**config.mk**
```make
export PLATFORM = sky130hd
export DESIGN_NAME = infix_to_postfix_converter_unit
export DESIGN_NICKNAME = d
export VERILOG_FILES = /design/src/rtl/i2p_pkg.sv /design/src/rtl/i2p_ram.sv /design/src/rtl/i2p_stack.sv /design/src/rtl/infix_to_postfix_converter_unit.sv
export SDC_FILE = /design/constraint.sdc
export NUM_CORES = 1
export LEC_CHECK = 0
export ABC_AREA = 1
export ABC_CLOCK_PERIOD_IN_PS = 4500
export BUFFER_PORTS_ARGS = -buffer_cell sky130_fd_sc_hd__buf_2
export CAP_MARGIN = 40
export CORE_MARGIN = 5
export CORE_UTILIZATION = 40
export DETAILED_ROUTE_END_ITERATION = 10
export PLACE_DENSITY = 0.61
export REMOVE_ABC_BUFFERS = 1
export SYNTH_ARGS = -nofsm -noshare
export SYNTH_HDL_FRONTEND = slang
export SYNTH_SLANG_ARGS = --single-unit
```
**constraint.sdc**
```tcl
create_clock -name clk_i -period 4.5 [get_ports clk_i]
set_input_delay 0.9 -clock clk_i [delete_from_list [all_inputs] [get_ports clk_i]]
set_output_delay 0.9 -clock clk_i [all_outputs]
set_load 0.1 [all_outputs]
```
**src/rtl/i2p_pkg.sv**
```systemverilog
`timescale 1ns / 1ps
// ----------------------------------------------------------------------------
// i2p_pkg
// Shared types, codes and character tables for the infix to postfix unit.
// ----------------------------------------------------------------------------
package i2p_pkg;

  localparam int unsigned STACK_DEPTH_DEF = 16;

  localparam logic [7:0] CH_SPACE = 8'h20;
  localparam logic [7:0] CH_OPEN  = 8'h28;
  localparam logic [7:0] CH_CLOSE = 8'h29;
  localparam logic [7:0] CH_MUL   = 8'h2a;
  localparam logic [7:0] CH_ADD   = 8'h2b;
  localparam logic [7:0] CH_SUB   = 8'h2d;
  localparam logic [7:0] CH_DIV   = 8'h2f;
  localparam logic [7:0] CH_MOD   = 8'h25;
  localparam logic [7:0] CH_POW   = 8'h5e;
  localparam logic [7:0] CH_NUL   = 8'h00;

  typedef enum logic [2:0] {
    OP_OPEN = 3'd0,
    OP_ADD  = 3'd1,
    OP_SUB  = 3'd2,
    OP_MUL  = 3'd3,
    OP_DIV  = 3'd4,
    OP_MOD  = 3'd5,
    OP_POW  = 3'd6,
    OP_NONE = 3'd7
  } op_e;

  typedef enum logic [2:0] {
    ST_OK             = 3'd0,
    ST_UNMATCHED_CLOSE = 3'd1,
    ST_OVERFLOW       = 3'd2,
    ST_UNKNOWN_CHAR   = 3'd3,
    ST_UNMATCHED_OPEN = 3'd4
  } status_e;

  typedef enum logic [2:0] {
    CLS_SPACE   = 3'd0,
    CLS_ALNUM   = 3'd1,
    CLS_OPEN    = 3'd2,
    CLS_CLOSE   = 3'd3,
    CLS_OPER    = 3'd4,
    CLS_UNKNOWN = 3'd5
  } cls_e;

  typedef struct packed {
    logic push;
    logic pop;
    logic clear;
    op_e  code;
  } stack_cmd_t;

  function automatic op_e op_code(input logic [7:0] c);
    op_e r;
    case (c)
      CH_ADD:  r = OP_ADD;
      CH_SUB:  r = OP_SUB;
      CH_MUL:  r = OP_MUL;
      CH_DIV:  r = OP_DIV;
      CH_MOD:  r = OP_MOD;
      CH_POW:  r = OP_POW;
      default: r = OP_NONE;
    endcase
    return r;
  endfunction

  function automatic cls_e char_class(input logic [7:0] c);
    cls_e r;
    if (c == CH_SPACE) begin
      r = CLS_SPACE;
    end else if ((c >= 8'h30 && c <= 8'h39) || (c >= 8'h41 && c <= 8'h5a) ||
                 (c >= 8'h61 && c <= 8'h7a)) begin
      r = CLS_ALNUM;
    end else if (c == CH_OPEN) begin
      r = CLS_OPEN;
    end else if (c == CH_CLOSE) begin
      r = CLS_CLOSE;
    end else if (op_code(c) != OP_NONE) begin
      r = CLS_OPER;
    end else begin
      r = CLS_UNKNOWN;
    end
    return r;
  endfunction

  function automatic logic [7:0] op_char(input op_e op);
    logic [7:0] r;
    case (op)
      OP_OPEN: r = CH_OPEN;
      OP_ADD:  r = CH_ADD;
      OP_SUB:  r = CH_SUB;
      OP_MUL:  r = CH_MUL;
      OP_DIV:  r = CH_DIV;
      OP_MOD:  r = CH_MOD;
      OP_POW:  r = CH_POW;
      default: r = CH_NUL;
    endcase
    return r;
  endfunction

  function automatic logic [1:0] op_prio(input op_e op);
    logic [1:0] r;
    case (op)
      OP_ADD, OP_SUB:         r = 2'd1;
      OP_MUL, OP_DIV, OP_MOD: r = 2'd2;
      OP_POW:                 r = 2'd3;
      default:                r = 2'd0;
    endcase
    return r;
  endfunction

endpackage

```
**src/rtl/i2p_ram.sv**
```systemverilog
`timescale 1ns / 1ps
// ----------------------------------------------------------------------------
// i2p_ram
// Generic single-write, single-read RAM with registered read data.
// ----------------------------------------------------------------------------
module i2p_ram #(
  parameter  int unsigned Width = 8,
  parameter  int unsigned Depth = 16,
  localparam int unsigned AddrW = $clog2(Depth)
) (
  input  logic             clk_i,
  input  logic             we_i,
  input  logic [AddrW-1:0] waddr_i,
  input  logic [Width-1:0] wdata_i,
  input  logic [AddrW-1:0] raddr_i,
  output logic [Width-1:0] rdata_o
);

  logic [Width-1:0] mem_q [Depth];
  logic [Width-1:0] rdata_q;

  always_ff @(posedge clk_i) begin
    if (we_i) begin
      mem_q[waddr_i] <= wdata_i;
    end
    rdata_q <= mem_q[raddr_i];
  end

  assign rdata_o = rdata_q;

endmodule

```
**src/rtl/i2p_stack.sv**
```systemverilog
`timescale 1ns / 1ps
// ----------------------------------------------------------------------------
// i2p_stack
// Operator stack in RAM with a fill count; the top entry is read ahead every
// cycle and a same-cycle push is forwarded past the RAM.
// ----------------------------------------------------------------------------
module i2p_stack import i2p_pkg::*; #(
  parameter  int unsigned StackDepth = STACK_DEPTH_DEF,
  localparam int unsigned CntW       = $clog2(StackDepth + 1),
  localparam int unsigned AddrW      = $clog2(StackDepth)
) (
  input  logic            clk_i,
  input  logic            rst_ni,
  input  stack_cmd_t      cmd_i,
  output op_e             top_o,
  output logic [CntW-1:0] count_o,
  output logic            full_o
);

  logic [CntW-1:0]  count_q, count_d;
  logic [CntW-1:0]  rd_cnt;
  logic [AddrW-1:0] rd_addr, wr_addr;
  logic             wr_en;
  logic [2:0]       rd_data;
  logic             fwd_v_q, fwd_v_d;
  logic [2:0]       fwd_q;

  assign full_o  = (count_q == CntW'(StackDepth));
  assign wr_en   = cmd_i.push && !full_o;
  assign wr_addr = count_q[AddrW-1:0];

  always_comb begin
    count_d = count_q;
    if (cmd_i.clear) begin
      count_d = '0;
    end else if (wr_en) begin
      count_d = count_q + CntW'(1);
    end else if (cmd_i.pop) begin
      count_d = count_q - CntW'(1);
    end
  end

  assign rd_cnt  = count_d - CntW'(1);
  assign rd_addr = rd_cnt[AddrW-1:0];
  assign fwd_v_d = wr_en && (wr_addr == rd_addr);

  i2p_ram #(
    .Width(3),
    .Depth(StackDepth)
  ) u_ram (
    .clk_i  (clk_i),
    .we_i   (wr_en),
    .waddr_i(wr_addr),
    .wdata_i(cmd_i.code),
    .raddr_i(rd_addr),
    .rdata_o(rd_data)
  );

  always_ff @(posedge clk_i or negedge rst_ni) begin
    if (!rst_ni) begin
      count_q <= '0;
      fwd_v_q <= 1'b0;
    end else begin
      count_q <= count_d;
      fwd_v_q <= fwd_v_d;
    end
  end

  always_ff @(posedge clk_i) begin
    fwd_q <= cmd_i.code;
  end

  assign top_o   = op_e'(fwd_v_q ? fwd_q : rd_data);
  assign count_o = count_q;

endmodule

```
**src/rtl/infix_to_postfix_converter_unit.sv**
```systemverilog
`timescale 1ns / 1ps
// ----------------------------------------------------------------------------
// infix_to_postfix_converter_unit
// Shunting-yard converter: infix characters in, postfix characters out.
// ----------------------------------------------------------------------------
// One character is taken at a time; the next is accepted once every result of
// the current one has entered the output register. An item passes through an
// accept step, a dispatch step that repeats for each operator popped from the
// stack, and a closing step. The last character of an expression adds a flush
// step that pops the stack until it is empty, and one more closing step when
// any character was emitted for it. The dispatch, flush and closing steps wait
// while the output side stalls. The pop rate is set by the stack RAM, whose
// top entry is read ahead. The stack holds STACK_DEPTH operators; the RAM needs
// no clearing after reset.
module infix_to_postfix_converter_unit import i2p_pkg::*; #(
  parameter int unsigned STACK_DEPTH = STACK_DEPTH_DEF
) (
  input  logic       clk_i,
  input  logic       rst_ni,
  input  logic       in_valid_i,
  output logic       in_ready_o,
  input  logic [7:0] in_char_i,
  input  logic       end_of_expr_i,
  output logic       out_valid_o,
  input  logic       out_ready_i,
  output logic [7:0] out_char_o,
  output logic       char_valid_o,
  output logic [2:0] status_o,
  output logic       run_last_o,
  output logic       expr_done_o
);

  localparam int unsigned CntW = $clog2(STACK_DEPTH + 1);

  localparam logic [1:0] S_IDLE  = 2'd0;
  localparam logic [1:0] S_MAIN  = 2'd1;
  localparam logic [1:0] S_FLUSH = 2'd2;
  localparam logic [1:0] S_FIN   = 2'd3;

  logic [1:0]      state_q, state_d;
  logic [7:0]      char_q, char_d;
  logic            end_q, end_d;
  cls_e            cls_q, cls_d;
  op_e             op_q, op_d;
  status_e         err_q, err_d;

  logic            pend_v_q, pend_v_d;
  logic [7:0]      pend_char_q, pend_char_d;
  status_e         pend_stat_q, pend_stat_d;

  logic            out_v_q, out_v_d;
  logic [7:0]      out_char_q, out_char_d;
  logic            out_cv_q, out_cv_d;
  status_e         out_stat_q, out_stat_d;
  logic            out_rl_q, out_rl_d;
  logic            out_ed_q, out_ed_d;

  stack_cmd_t      cmd;
  op_e             top;
  logic [CntW-1:0] count;
  logic            full;
  logic            nonempty;
  logic            step;
  logic            emit;
  logic [7:0]      emit_char;
  status_e         note;

  i2p_stack #(
    .StackDepth(STACK_DEPTH)
  ) u_stack (
    .clk_i  (clk_i),
    .rst_ni (rst_ni),
    .cmd_i  (cmd),
    .top_o  (top),
    .count_o(count),
    .full_o (full)
  );

  assign nonempty   = (count != '0);
  assign step       = !out_v_q || out_ready_i;
  assign in_ready_o = (state_q == S_IDLE);

  always_comb begin
    state_d     = state_q;
    char_d      = char_q;
    end_d       = end_q;
    cls_d       = cls_q;
    op_d        = op_q;
    err_d       = err_q;
    pend_v_d    = pend_v_q;
    pend_char_d = pend_char_q;
    pend_stat_d = pend_stat_q;
    out_v_d     = out_v_q && !out_ready_i;
    out_char_d  = out_char_q;
    out_cv_d    = out_cv_q;
    out_stat_d  = out_stat_q;
    out_rl_d    = out_rl_q;
    out_ed_d    = out_ed_q;
    cmd         = '{push: 1'b0, pop: 1'b0, clear: 1'b0, code: OP_OPEN};
    emit        = 1'b0;
    emit_char   = char_q;
    note        = ST_OK;

    case (state_q)
      S_IDLE: begin
        if (in_valid_i) begin
          char_d  = in_char_i;
          end_d   = end_of_expr_i;
          cls_d   = char_class(in_char_i);
          op_d    = op_code(in_char_i);
          state_d = S_MAIN;
        end
      end
      S_MAIN: begin
        if (step) begin
          state_d = end_q ? S_FLUSH : S_FIN;
          case (cls_q)
            CLS_SPACE: ;
            CLS_UNKNOWN: note = ST_UNKNOWN_CHAR;
            CLS_ALNUM: begin
              emit      = 1'b1;
              emit_char = char_q;
            end
            CLS_OPEN: begin
              cmd.push = 1'b1;
              cmd.code = OP_OPEN;
              if (full) note = ST_OVERFLOW;
            end
            CLS_CLOSE: begin
              if (nonempty && top != OP_OPEN) begin
                emit      = 1'b1;
                emit_char = op_char(top);
                cmd.pop   = 1'b1;
                state_d   = S_MAIN;
              end else if (nonempty) begin
                cmd.pop = 1'b1;
              end else begin
                note = ST_UNMATCHED_CLOSE;
              end
            end
            CLS_OPER: begin
              if (nonempty && op_prio(op_q) <= op_prio(top)) begin
                emit      = 1'b1;
                emit_char = op_char(top);
                cmd.pop   = 1'b1;
                state_d   = S_MAIN;
              end else begin
                cmd.push = 1'b1;
                cmd.code = op_q;
                if (full) note = ST_OVERFLOW;
              end
            end
            default: ;
          endcase
        end
      end
      S_FLUSH: begin
        if (step) begin
          if (nonempty) begin
            cmd.pop = 1'b1;
            if (top == OP_OPEN) begin
              note = ST_UNMATCHED_OPEN;
            end else begin
              emit      = 1'b1;
              emit_char = op_char(top);
            end
          end else begin
            state_d = S_FIN;
          end
        end
      end
      S_FIN: begin
        if (step) begin
          out_v_d = 1'b1;
          out_ed_d = 1'b0;
          if (pend_v_q) begin
            out_char_d = pend_char_q;
            out_cv_d   = 1'b1;
            out_stat_d = pend_stat_q;
            out_rl_d   = !end_q;
            pend_v_d   = 1'b0;
            if (!end_q) state_d = S_IDLE;
          end else begin
            out_char_d = CH_NUL;
            out_cv_d   = 1'b0;
            out_stat_d = err_q;
            out_rl_d   = 1'b1;
            out_ed_d   = end_q;
            state_d    = S_IDLE;
            if (end_q) begin
              cmd.clear = 1'b1;
              err_d     = ST_OK;
            end
          end
        end
      end
      default: state_d = S_IDLE;
    endcase

    if (note != ST_OK && err_q == ST_OK) begin
      err_d = note;
    end

    // Hold each emitted character until the next one or the close so the last one can be tagged.
    if (emit) begin
      if (pend_v_q) begin
        out_v_d    = 1'b1;
        out_char_d = pend_char_q;
        out_cv_d   = 1'b1;
        out_stat_d = pend_stat_q;
        out_rl_d   = 1'b0;
        out_ed_d   = 1'b0;
      end
      pend_v_d    = 1'b1;
      pend_char_d = emit_char;
      pend_stat_d = err_q;
    end
  end

  always_ff @(posedge clk_i or negedge rst_ni) begin
    if (!rst_ni) begin
      state_q  <= S_IDLE;
      err_q    <= ST_OK;
      pend_v_q <= 1'b0;
      out_v_q  <= 1'b0;
    end else begin
      state_q  <= state_d;
      err_q    <= err_d;
      pend_v_q <= pend_v_d;
      out_v_q  <= out_v_d;
    end
  end

  always_ff @(posedge clk_i) begin
    char_q      <= char_d;
    end_q       <= end_d;
    cls_q       <= cls_d;
    op_q        <= op_d;
    pend_char_q <= pend_char_d;
    pend_stat_q <= pend_stat_d;
    out_char_q  <= out_char_d;
    out_cv_q    <= out_cv_d;
    out_stat_q  <= out_stat_d;
    out_rl_q    <= out_rl_d;
    out_ed_q    <= out_ed_d;
  end

  assign out_valid_o  = out_v_q;
  assign out_char_o   = out_char_q;
  assign char_valid_o = out_cv_q;
  assign status_o     = out_stat_q;
  assign run_last_o   = out_rl_q;
  assign expr_done_o  = out_ed_q;

endmodule

```
After elaboration in Yosys (flattened, before gate mapping)
Memory sizes are Yosys's and may differ from the RTL's. A register that Yosys moved wholly into a read port is not among the register bits.
Cells that the tools add are included.
W data, S select, Z words.

storage, ports and cells
  bits of input ports = 13
  memories kept = 1
  bits in writable memories = 48
  register bits after elaboration = 56
  output and inout bits = 16
  word-level logic and storage cells = 226

memory list
  name                 words  width  read ports  clocked after Yosys merged registers in  write ports  line           RTL
  u_stack.u_ram.mem_q  16     3      1           1                                        1            i2p_ram.sv:19  logic [Width-1:0] mem_q [Depth];

cells by class
  mux-type cells = 119
  reduce and logical (&&, ||, !) cells = 37
  order comparisons = 7
  eq/ne operators = 39
  add/subtract/negate cells = 3

operator list
  operator              count
  $mux W8               11
  $mux W3               26
  $eq A8 B6 Y1 const B  8
  $pmux W7 S7           1
  $mux W1               44
  $pmux W7 S6           1
  $mux W2               19
  $pmux W8 S2           2
  $eq A3 B3 Y1 const B  8
  $eq A3 B2 Y1 const B  6
  $pmux W3 S6           1
  $ge A8 B7 Y1 const B  2
  $le A8 B7 Y1 const B  2
  $mux W5               3
  $pmux W2 S3           2
  $pmux W3 S4           1
  $ne A2 B2 Y1 const B  5
  $reduce_bool A2 Y1    5
  $eq A3 B1 Y1 const B  3
  $logic_and A1 B1 Y1   9
  $eq A8 B7 Y1 const B  1
  $ge A8 B6 Y1 const B  1
  $le A8 B6 Y1 const B  1
  $pmux W1 S2           4
  other kinds (26)      39

Depth between registers and ports, before layout
Gate-level depths: netlist of the first run.

  word-level depth = 19
  mapped depth = 29
  depth with buffers taken out = 28

By module
From an unflattened synthesis of the first run, not the netlist that was laid out.

unflattened totals
  cell total of the unflattened synthesis = 719
  area total of the unflattened synthesis = 5878.1 µm²

modules (own cells, without submodules)
  module                           times used  area each (µm²)  cells each  seq. area each (µm²)
  infix_to_postfix_converter_unit  1           2914.0           394         1236.2
  i2p_ram                          1           2239.6           224         1501.4
  i2p_stack                        1           724.4            101         210.2

Worst setup path before layout of the first run
No wires, ideal clock.

  kind = register -> register
  start = register u_stack.fwd_v_q
  end = register u_stack.fwd_v_q
  buffers on the path = 1
  stages on the path, launching flop included = 27
  arrival = 3229 ps
  required time = 4429 ps
  setup time = 71 ps
  setup slack = 1200 ps
  clock period less this slack = 3300 ps
  cells stage by stage = dfrtp_1 -> nand2_1 -> o21a_1 -> inv_1 -> nand2_1 -> nand2_1 -> a21oi_1 -> ha_1 -> nand2_1 -> nand2_1 -> nand2_1 -> nand3_2 -> nand2_1 -> nand2_1 -> nand2_2 -> nand2_2 -> nand2_4 -> nand2_2 -> nand2_4 -> nand2_4 -> buf_6 -> ha_1 -> inv_1 -> nand2_1 -> a221oi_1 -> nand3_1 -> nor2_1

between the ends
  cells in the longest elaborated chain, start to end = 19
  elaborated cells between the ends (all ways) = 32
  those cells by class = add/sub (1); order compare (1); eq/ne (7); mux (16); reduce/logical (7)

ends and longest elaborated chain
  what                                                  line                                    RTL
  from (decl)                                           i2p_stack.sv:25                         logic fwd_v_q, fwd_v_d;
  from (signal assigned)                                i2p_stack.sv:65                         fwd_v_q <= fwd_v_d;
  $mux W3 *                                             i2p_stack.sv:73                         assign top_o = op_e'(fwd_v_q ? fwd_q : rd_data);
  $eq A3 B3 Y1 (tied with other cells)                  i2p_pkg.sv:106                          case (op)
  $reduce_or A3 Y1 or $reduce_or A2 Y1 (tied branches)  i2p_pkg.sv:106
  $pmux W2 S3                                           i2p_pkg.sv:106
  $mux W2                                               infix_to_postfix_converter_unit.sv:117  case (cls_q)
  $mux W2                                               infix_to_postfix_converter_unit.sv:115  if (step) begin
  $mux W2                                               infix_to_postfix_converter_unit.sv:104  case (state_q)
  $le A2 B2 Y1                                          infix_to_postfix_converter_unit.sv:142  if (nonempty && op_prio(op_q) <= op_prio(top)) begin
  (+4 left out)                                         n/a
  $pmux W1 S2 or $mux W1 (tied branches)                infix_to_postfix_converter_unit.sv:104
  $mux W5 or $logic_and A1 B1 Y1 (tied branches)        i2p_stack.sv:38, i2p_stack.sv:29
  $mux W5                                               i2p_stack.sv:36                         end else if (wr_en) begin
  $mux W5                                               i2p_stack.sv:34                         if (cmd_i.clear) begin
  $sub A4 B1 Y4                                         i2p_stack.sv:43                         assign rd_cnt = count_d - CntW'(1);
  $eq A4 B4 Y1                                          i2p_stack.sv:45                         assign fwd_v_d = wr_en && (wr_addr == rd_addr);
  $logic_and A1 B1 Y1 *                                 i2p_stack.sv:45
  via u_stack.fwd_v_d                                   i2p_stack.sv:25

The timed path passes the listed nets; every way through them passes the cells marked *. The select of a mux whose other input is x is not followed.
A chain may end at the register's enable or synchronous reset.

Final worst setup path of the first run
Ends and elaborated chain as after synthesis.

==> metrics.cfg, run 1 <==
[status]
status=finished clean

[routing]
routed_via_density=5.35
drt_wl_total_um=13500
routedWlPerCell_um=15.5
drt-pass1-iter-count=5
drtIter0Drc=496
drtAntennaViolNets=0
num_vias=4651
drc_errors=0

[global_route]
grt_pass1_wl_um=22100
antenna_found_initial=0
grtUsageTotal_pct=16.8
grt_overflow_total=0
grt_pass1_vias=4447
grt_max_degree=29

[floorplan]
start_util_pct=41.0
fp.dieH_um=129
die_x_um=129
die-area_um2=16800
core_area_um2=13900
rows=43
ioPinCount=29

[yosys]
syn_area_um2=5710
ys_ff_latch=107
synth_edf_count=74
postSynthCellCount=659
avgSynthCellArea_um2=8.66
synth-warning-count=0
synth_ff_type=edfxtp_1
synthDistinctLibCells=45
ys_seq_area_share_pct=51.6
async_flop_share_pct=12.1

[worst_setup_path]
cp_data_required_time_ns=4.79
critPathKind=reg2reg
worst_setup_path_start_kind=flop
worstPathMaxFanout=28
endpoint_kind=flop
worstPathArrival_ns=4.43

[clock_network]
clk_pin_slew_ns=0.07
cts-hold-fix-buffers=0
clock_path_buffers=2
numCtsBuffers=9
clock_latency_ns=0.35
cts_tree=built
h-tree-depth=3
cts.sinks=107
cts-root-buf=clkbuf_16

[placed_design]
dp_cells=854
port_buffers=28
routabilityCongestion=0.906
dp_hpwl_um=9940

[timing]
post-route-period-util_pct=92.0
setup_tns_ns=0
timing.slew.headroom_pct=47.0
slew_viol_final=0
fin_crit_ns=4.14
timing.fmax_mhz=242
setup_violations=0
timing.hold.ws_ns=0.428
hold_viol=0
fin_skew_ns=0.00719
worstMarginPinSlew_ns=0.794
rsz0062_at_grt=false

[worst_hold_path]
hp-class=in2async

[flow_run]
max_cap_viol_count=0

[finish]
antennaDiodeCount=0
nets=710
fin_cells=870
synthToLayoutAreaGrowth_pct=10.6
final_layout_size_suffix_gt1_share_pct=11.9

[per-stage QoR]
| step | util (%) | area [um^2] | worst slack [ns] |
|---|---|---|---|
| 2_1_floorplan | - | 5600 | 0.789 |
| 3_3_place_gp | 43.1 | 6010 | 0.564 |
| 3_5_place_dp | 43.1 | 6010 | 0.363 |
| 4_1_cts | 45.3 | 6310 | 0.313 |
| 5_1_grt | 45.3 | 6310 | 0.00106 |
| 6_report | 45.3 | 6310 | 0.360 |
[what timing repair did]
item                                    4_1_cts  5_1_grt
gates resized for setup                       0        1
setup buffers                                 0        0
endpoints found under the setup margin        0        1
[worst paths after layout]
check	start	endpoint	slack (ns)	cells past startpoint
max	u_stack.fwd_v_q	u_stack.fwd_v_q	0.36	23
min	rst_ni	err_q[2]	0.43	1
max reg2reg	u_stack.fwd_v_q	u_stack.fwd_v_q	0.36	23
min reg2reg	err_q[1]	pend_stat_q[1]	0.48	0
max in group asynchronous	rst_ni	u_stack.count_o[2]	3.84	1
min in group clk_i	err_q[1]	pend_stat_q[1]	0.48	0
[flip-flops by register name, indices dropped and copies added, names as in the netlist, 3 cells and up, named ones only]
signal and count:
u_stack.fwd_q 3, u_stack.count_o 5, char_q 8, err_q 3, cls_q 3, u_stack.u_ram.rdata_o 3
op_q 3, pend_stat_q 3, u_stack.u_ram.mem_q 48, pend_char_q 8, status_o 3, out_char_o 8
[synth_stat cells, types with 2 or more instances]
master / number / area share (%)
nor2_1: 43 / 2.8
buf_2: 5 / 0.44
a21oi_1: 11 / 0.96
nand3b_1: 12 / 1.6
nor2_2: 3 / 0.33
o21ai_1: 2 / 0.18
ha_1: 12 / 2.6
o211ai_1: 5 / 0.66
o21a_1: 4 / 0.53
buf_4: 2 / 0.26
inv_1: 107 / 7.0
o22ai_1: 11 / 1.2
clkbuf_1: 8 / 0.53
nand2_4: 6 / 1.2
nand3_2: 2 / 0.35
nand3_1: 83 / 7.3
buf_6: 3 / 0.59
dfxtp_1: 20 / 7.0
nor3_1: 14 / 1.2
nand4_1: 5 / 0.55
o21ai_0: 36 / 3.2
a31oi_1: 8 / 0.88
nor4_1: 2 / 0.22
o221ai_1: 2 / 0.31
a32oi_1: 2 / 0.31
o2111ai_1: 2 / 0.31
dfrtp_1: 13 / 5.7
nor2_4: 2 / 0.39
edfxtp_1: 74 / 39
nand3_4: 2 / 0.61
inv_2: 8 / 0.53
nand2_2: 7 / 0.77
nor3_2: 2 / 0.35
o31ai_1: 2 / 0.26
nand2_1: 129 / 8.5
[cell type report]
class                      count  area [um^2]
multi-input combinational    418         2220
timing repair buffer          34          185
clock inverter                 7         76.3
tap                          180          225
clock buffer                   9          225
fill                        1331         7620
sequential                   107         2950
inverter                     115          435
[cell families after synthesis]
family | Yosys count | share of synthesized area (%)
fa+ha+maj | 12 | 2.63
flops | 107 | 51.6
compound gates | 94 | 10.1
buf+inv | 134 | 9.51
simple gates | 312 | 26.1
[worst max-delay path: stages (launching register included)]
cell and delay, ns:
dfrtp_1 0.44, nand2_1 0.08, o21a_1 0.26, inv_1 0.10, nand2_1 0.14, nand2_1 0.07, a21oi_1 0.18, ha_1 0.26
nand2_1 0.07, nand2_1 0.04, nand2_1 0.10, nand2_2 0.08, nand2_4 0.10, nand2_4 0.06, nand2_4 0.18, nand3_1 0.15
nand2_4 0.27, nand2_4 0.25, ha_1 0.41, clkinvlp_4 0.21, nand2_1 0.07, a221oi_1 0.29, nand3_1 0.12, nor2_1 0.12
[per-layer routing]
metal / track usage, % / share of wire, %
met1: 23.9 / 48
met2: 25.7 / 44
met4: 5.68 / 1.6
met3: 3.63 / 6.4
met5: 0 / 0
[cell usage in the layout, fill, tap and decap left out, types with 11 or more instances in the layout]
master	Yosys	routed
buf_2	5	28
a21oi_1	11	11
inv_1	107	106
nand3_1	83	83
edfxtp_1	74	74
nor2_1	43	43
dfrtp_1	13	13
ha_1	12	12
nand3b_1	12	12
dfxtp_1	20	20
nor3_1	14	14
nand2_1	129	129
o21ai_0	36	36
o22ai_1	11	11
Power of run 1 is not shown: default switching activity piles up to over one toggle a cycle in this logic, so the estimate is an artifact.
==> inputs of run 2 (changes only) <==
Settings changed: CORE_ASPECT_RATIO set to 1.2.
==> metrics.cfg, run 2 (synthesized netlist as in run 1, its figures left out) <==
[status]
status=finished clean

[clock_network]
cts_tree=built
clock_latency_ns=0.35
post_cts_buffers=0
cts-root-buf=clkbuf_16
cts-hold-fix-buffers=0
h-tree-depth=3
cts.sinks=107
clock_path_buffers=2
numCtsBuffers=9
ctsResizeCount=0
clk_pin_slew_ns=0.07

[routing]
drtIter0Drc=334
drc_errors=0
drt_wl_total_um=13200
routed_via_density=5.29
routedWlPerCell_um=15.3
num_vias=4578
drtAntennaViolNets=0
drt-pass1-iter-count=7

[finish]
largest_register_ffs=48
antennaDiodeCount=0
max_flop_register=u_stack.u_ram.mem_q
fillers=1346
layout.cells.most_common=nand2_1
final_layout_size_suffix_gt1_share_pct=12.1
synthToLayoutAreaGrowth_pct=10.1
fin_area_um2=6290
layout_common_cells=129 x nand2_1, 107 x inv_1, 83 x nand3_1, 74 x edfxtp_1, 43 x nor2_1
nets=714

[global_route]
grt_overflow_total=0
antenna_found_initial=0
grtUsageTotal_pct=16.3
grt_pass1_wl_um=21900
grt_pass1_vias=4484
grt_max_degree=28

[floorplan]
rows=47
start_util_pct=41.1
core_area_um2=13900
die-area_um2=16800
fp.dieH_um=141
ioPinCount=29
die_x_um=119

[timing]
slew_viol_final=0
setup_tns_ns=0
fin_skew_ns=0.00978
rsz0062_at_grt=false
hold_viol=0
timing.fmax_mhz=271
post-route-period-util_pct=82.0
fin_crit_ns=3.69
setup_violations=0
worstMarginPinSlew_ns=0.621
timing.slew.headroom_pct=58.3
final.setup.worst_slack_ns=0.811

[worst_setup_path]
endpoint_kind=flop
worst_setup_path_start_kind=flop
timing.critical_path.mode_cell=nand2_1
cp_data_required_time_ns=4.78
critical_path.max_stage_delay_ns=0.43
worstPathMaxFanout=25
worstPathArrival_ns=3.97
critPathKind=reg2reg
worstPathCellList=nand2_1 > o21a_1 > inv_1 > nand2_1 > nand2_1 > a21oi_1 > ha_1 > nand2_1 > nand2_1 > nand2_1 > nand2_2 > nand2_4 > nand2_4 > nand2_4 > nand3_1 > nand2_4 > nand2_4 > ha_1 > buf_4 > nand2_1 > a221oi_1 > nand3_1 > nor2_1
slowest_stage=dfrtp_1

[flow_run]
max_cap_viol_count=0

[placed_design]
dp_hpwl_um=9990
routabilityCongestion=0.985
preCtsSetupSlack_ns=0.848
port_buffers=28
place_area_um2=6030

[worst_hold_path]
hp-class=in2async

run 2: cell types whose count changed in the layout (fill, tap and decap cells not counted):
cell and change:
inv_1 +1, inv_8 -2, buf_4 +4, bufinv_16 -1, clkinv_4 -1, inv_6 +1
clkinvlp_4 -2, clkinv_2 +3, clkbuf_1 +2, clkinv_1 -1
run 2: critical path, delay by kind of cell (launching register included):
family                   cells  cell delay (ns)
AO/OA/AOI/OAI                3             0.68
adder cells (fa/ha/maj)      2             0.55
buffers and inverters        2             0.27
flip-flops                   1             0.43
AND/OR/NAND/NOR             16             1.67
run 2: layout make-up:
cell class              instances  area [um^2]  share of cell area [%]
clock buffers                  11          233                    3.70
multi-input cells             418         2220                    35.3
repair buffers                 38          215                    3.42
flip-flops and latches        107         2950                    46.9
clock inverters                 5         27.5                   0.438
inverters                     115          432                    6.87
well taps                     171          214                    3.40
run 2: worst paths after layout:
kind | start | end | slack [ns] | cells past startpoint
min in group clk_i | err_q[0] | pend_stat_q[0] | 0.48 | 0
max in group asynchronous | rst_ni | u_stack.fwd_v_q | 3.82 | 1
worst max register to register | u_stack.fwd_v_q | u_stack.fwd_v_q | 0.81 | 23
worst max-delay path | u_stack.fwd_v_q | u_stack.fwd_v_q | 0.81 | 23
worst min-delay path | rst_ni | u_stack.count_o[0] | 0.44 | 1
worst min register to register | err_q[0] | pend_stat_q[0] | 0.48 | 0
run 2: metrics by stage:
step | hold WS [ns] | util [%] | cells
after detailed placement | 0.465 | 43.4 | 849
after CTS | 0.441 | 45.3 | 865
final | 0.435 | 45.3 | 865
after global placement | 0.458 | 43.4 | 849
after global routing | 0.450 | 45.3 | 865
after floorplan | 0.448 | - | 640
run 2: layer usage:
| metal | up-vias | global-route usage (%) | wire, um |
|---|---|---|---|
| met4 | 0 | 7.20 | 339 |
| met5 | - | 0 | 0 |
| met1 | 2156 | 20.8 | 5990 |
| li1 | 2278 | - | - |
| met2 | 118 | 26.9 | 6300 |
| met3 | 26 | 3.13 | 573 |
Power of run 2 is left out for the same reason.
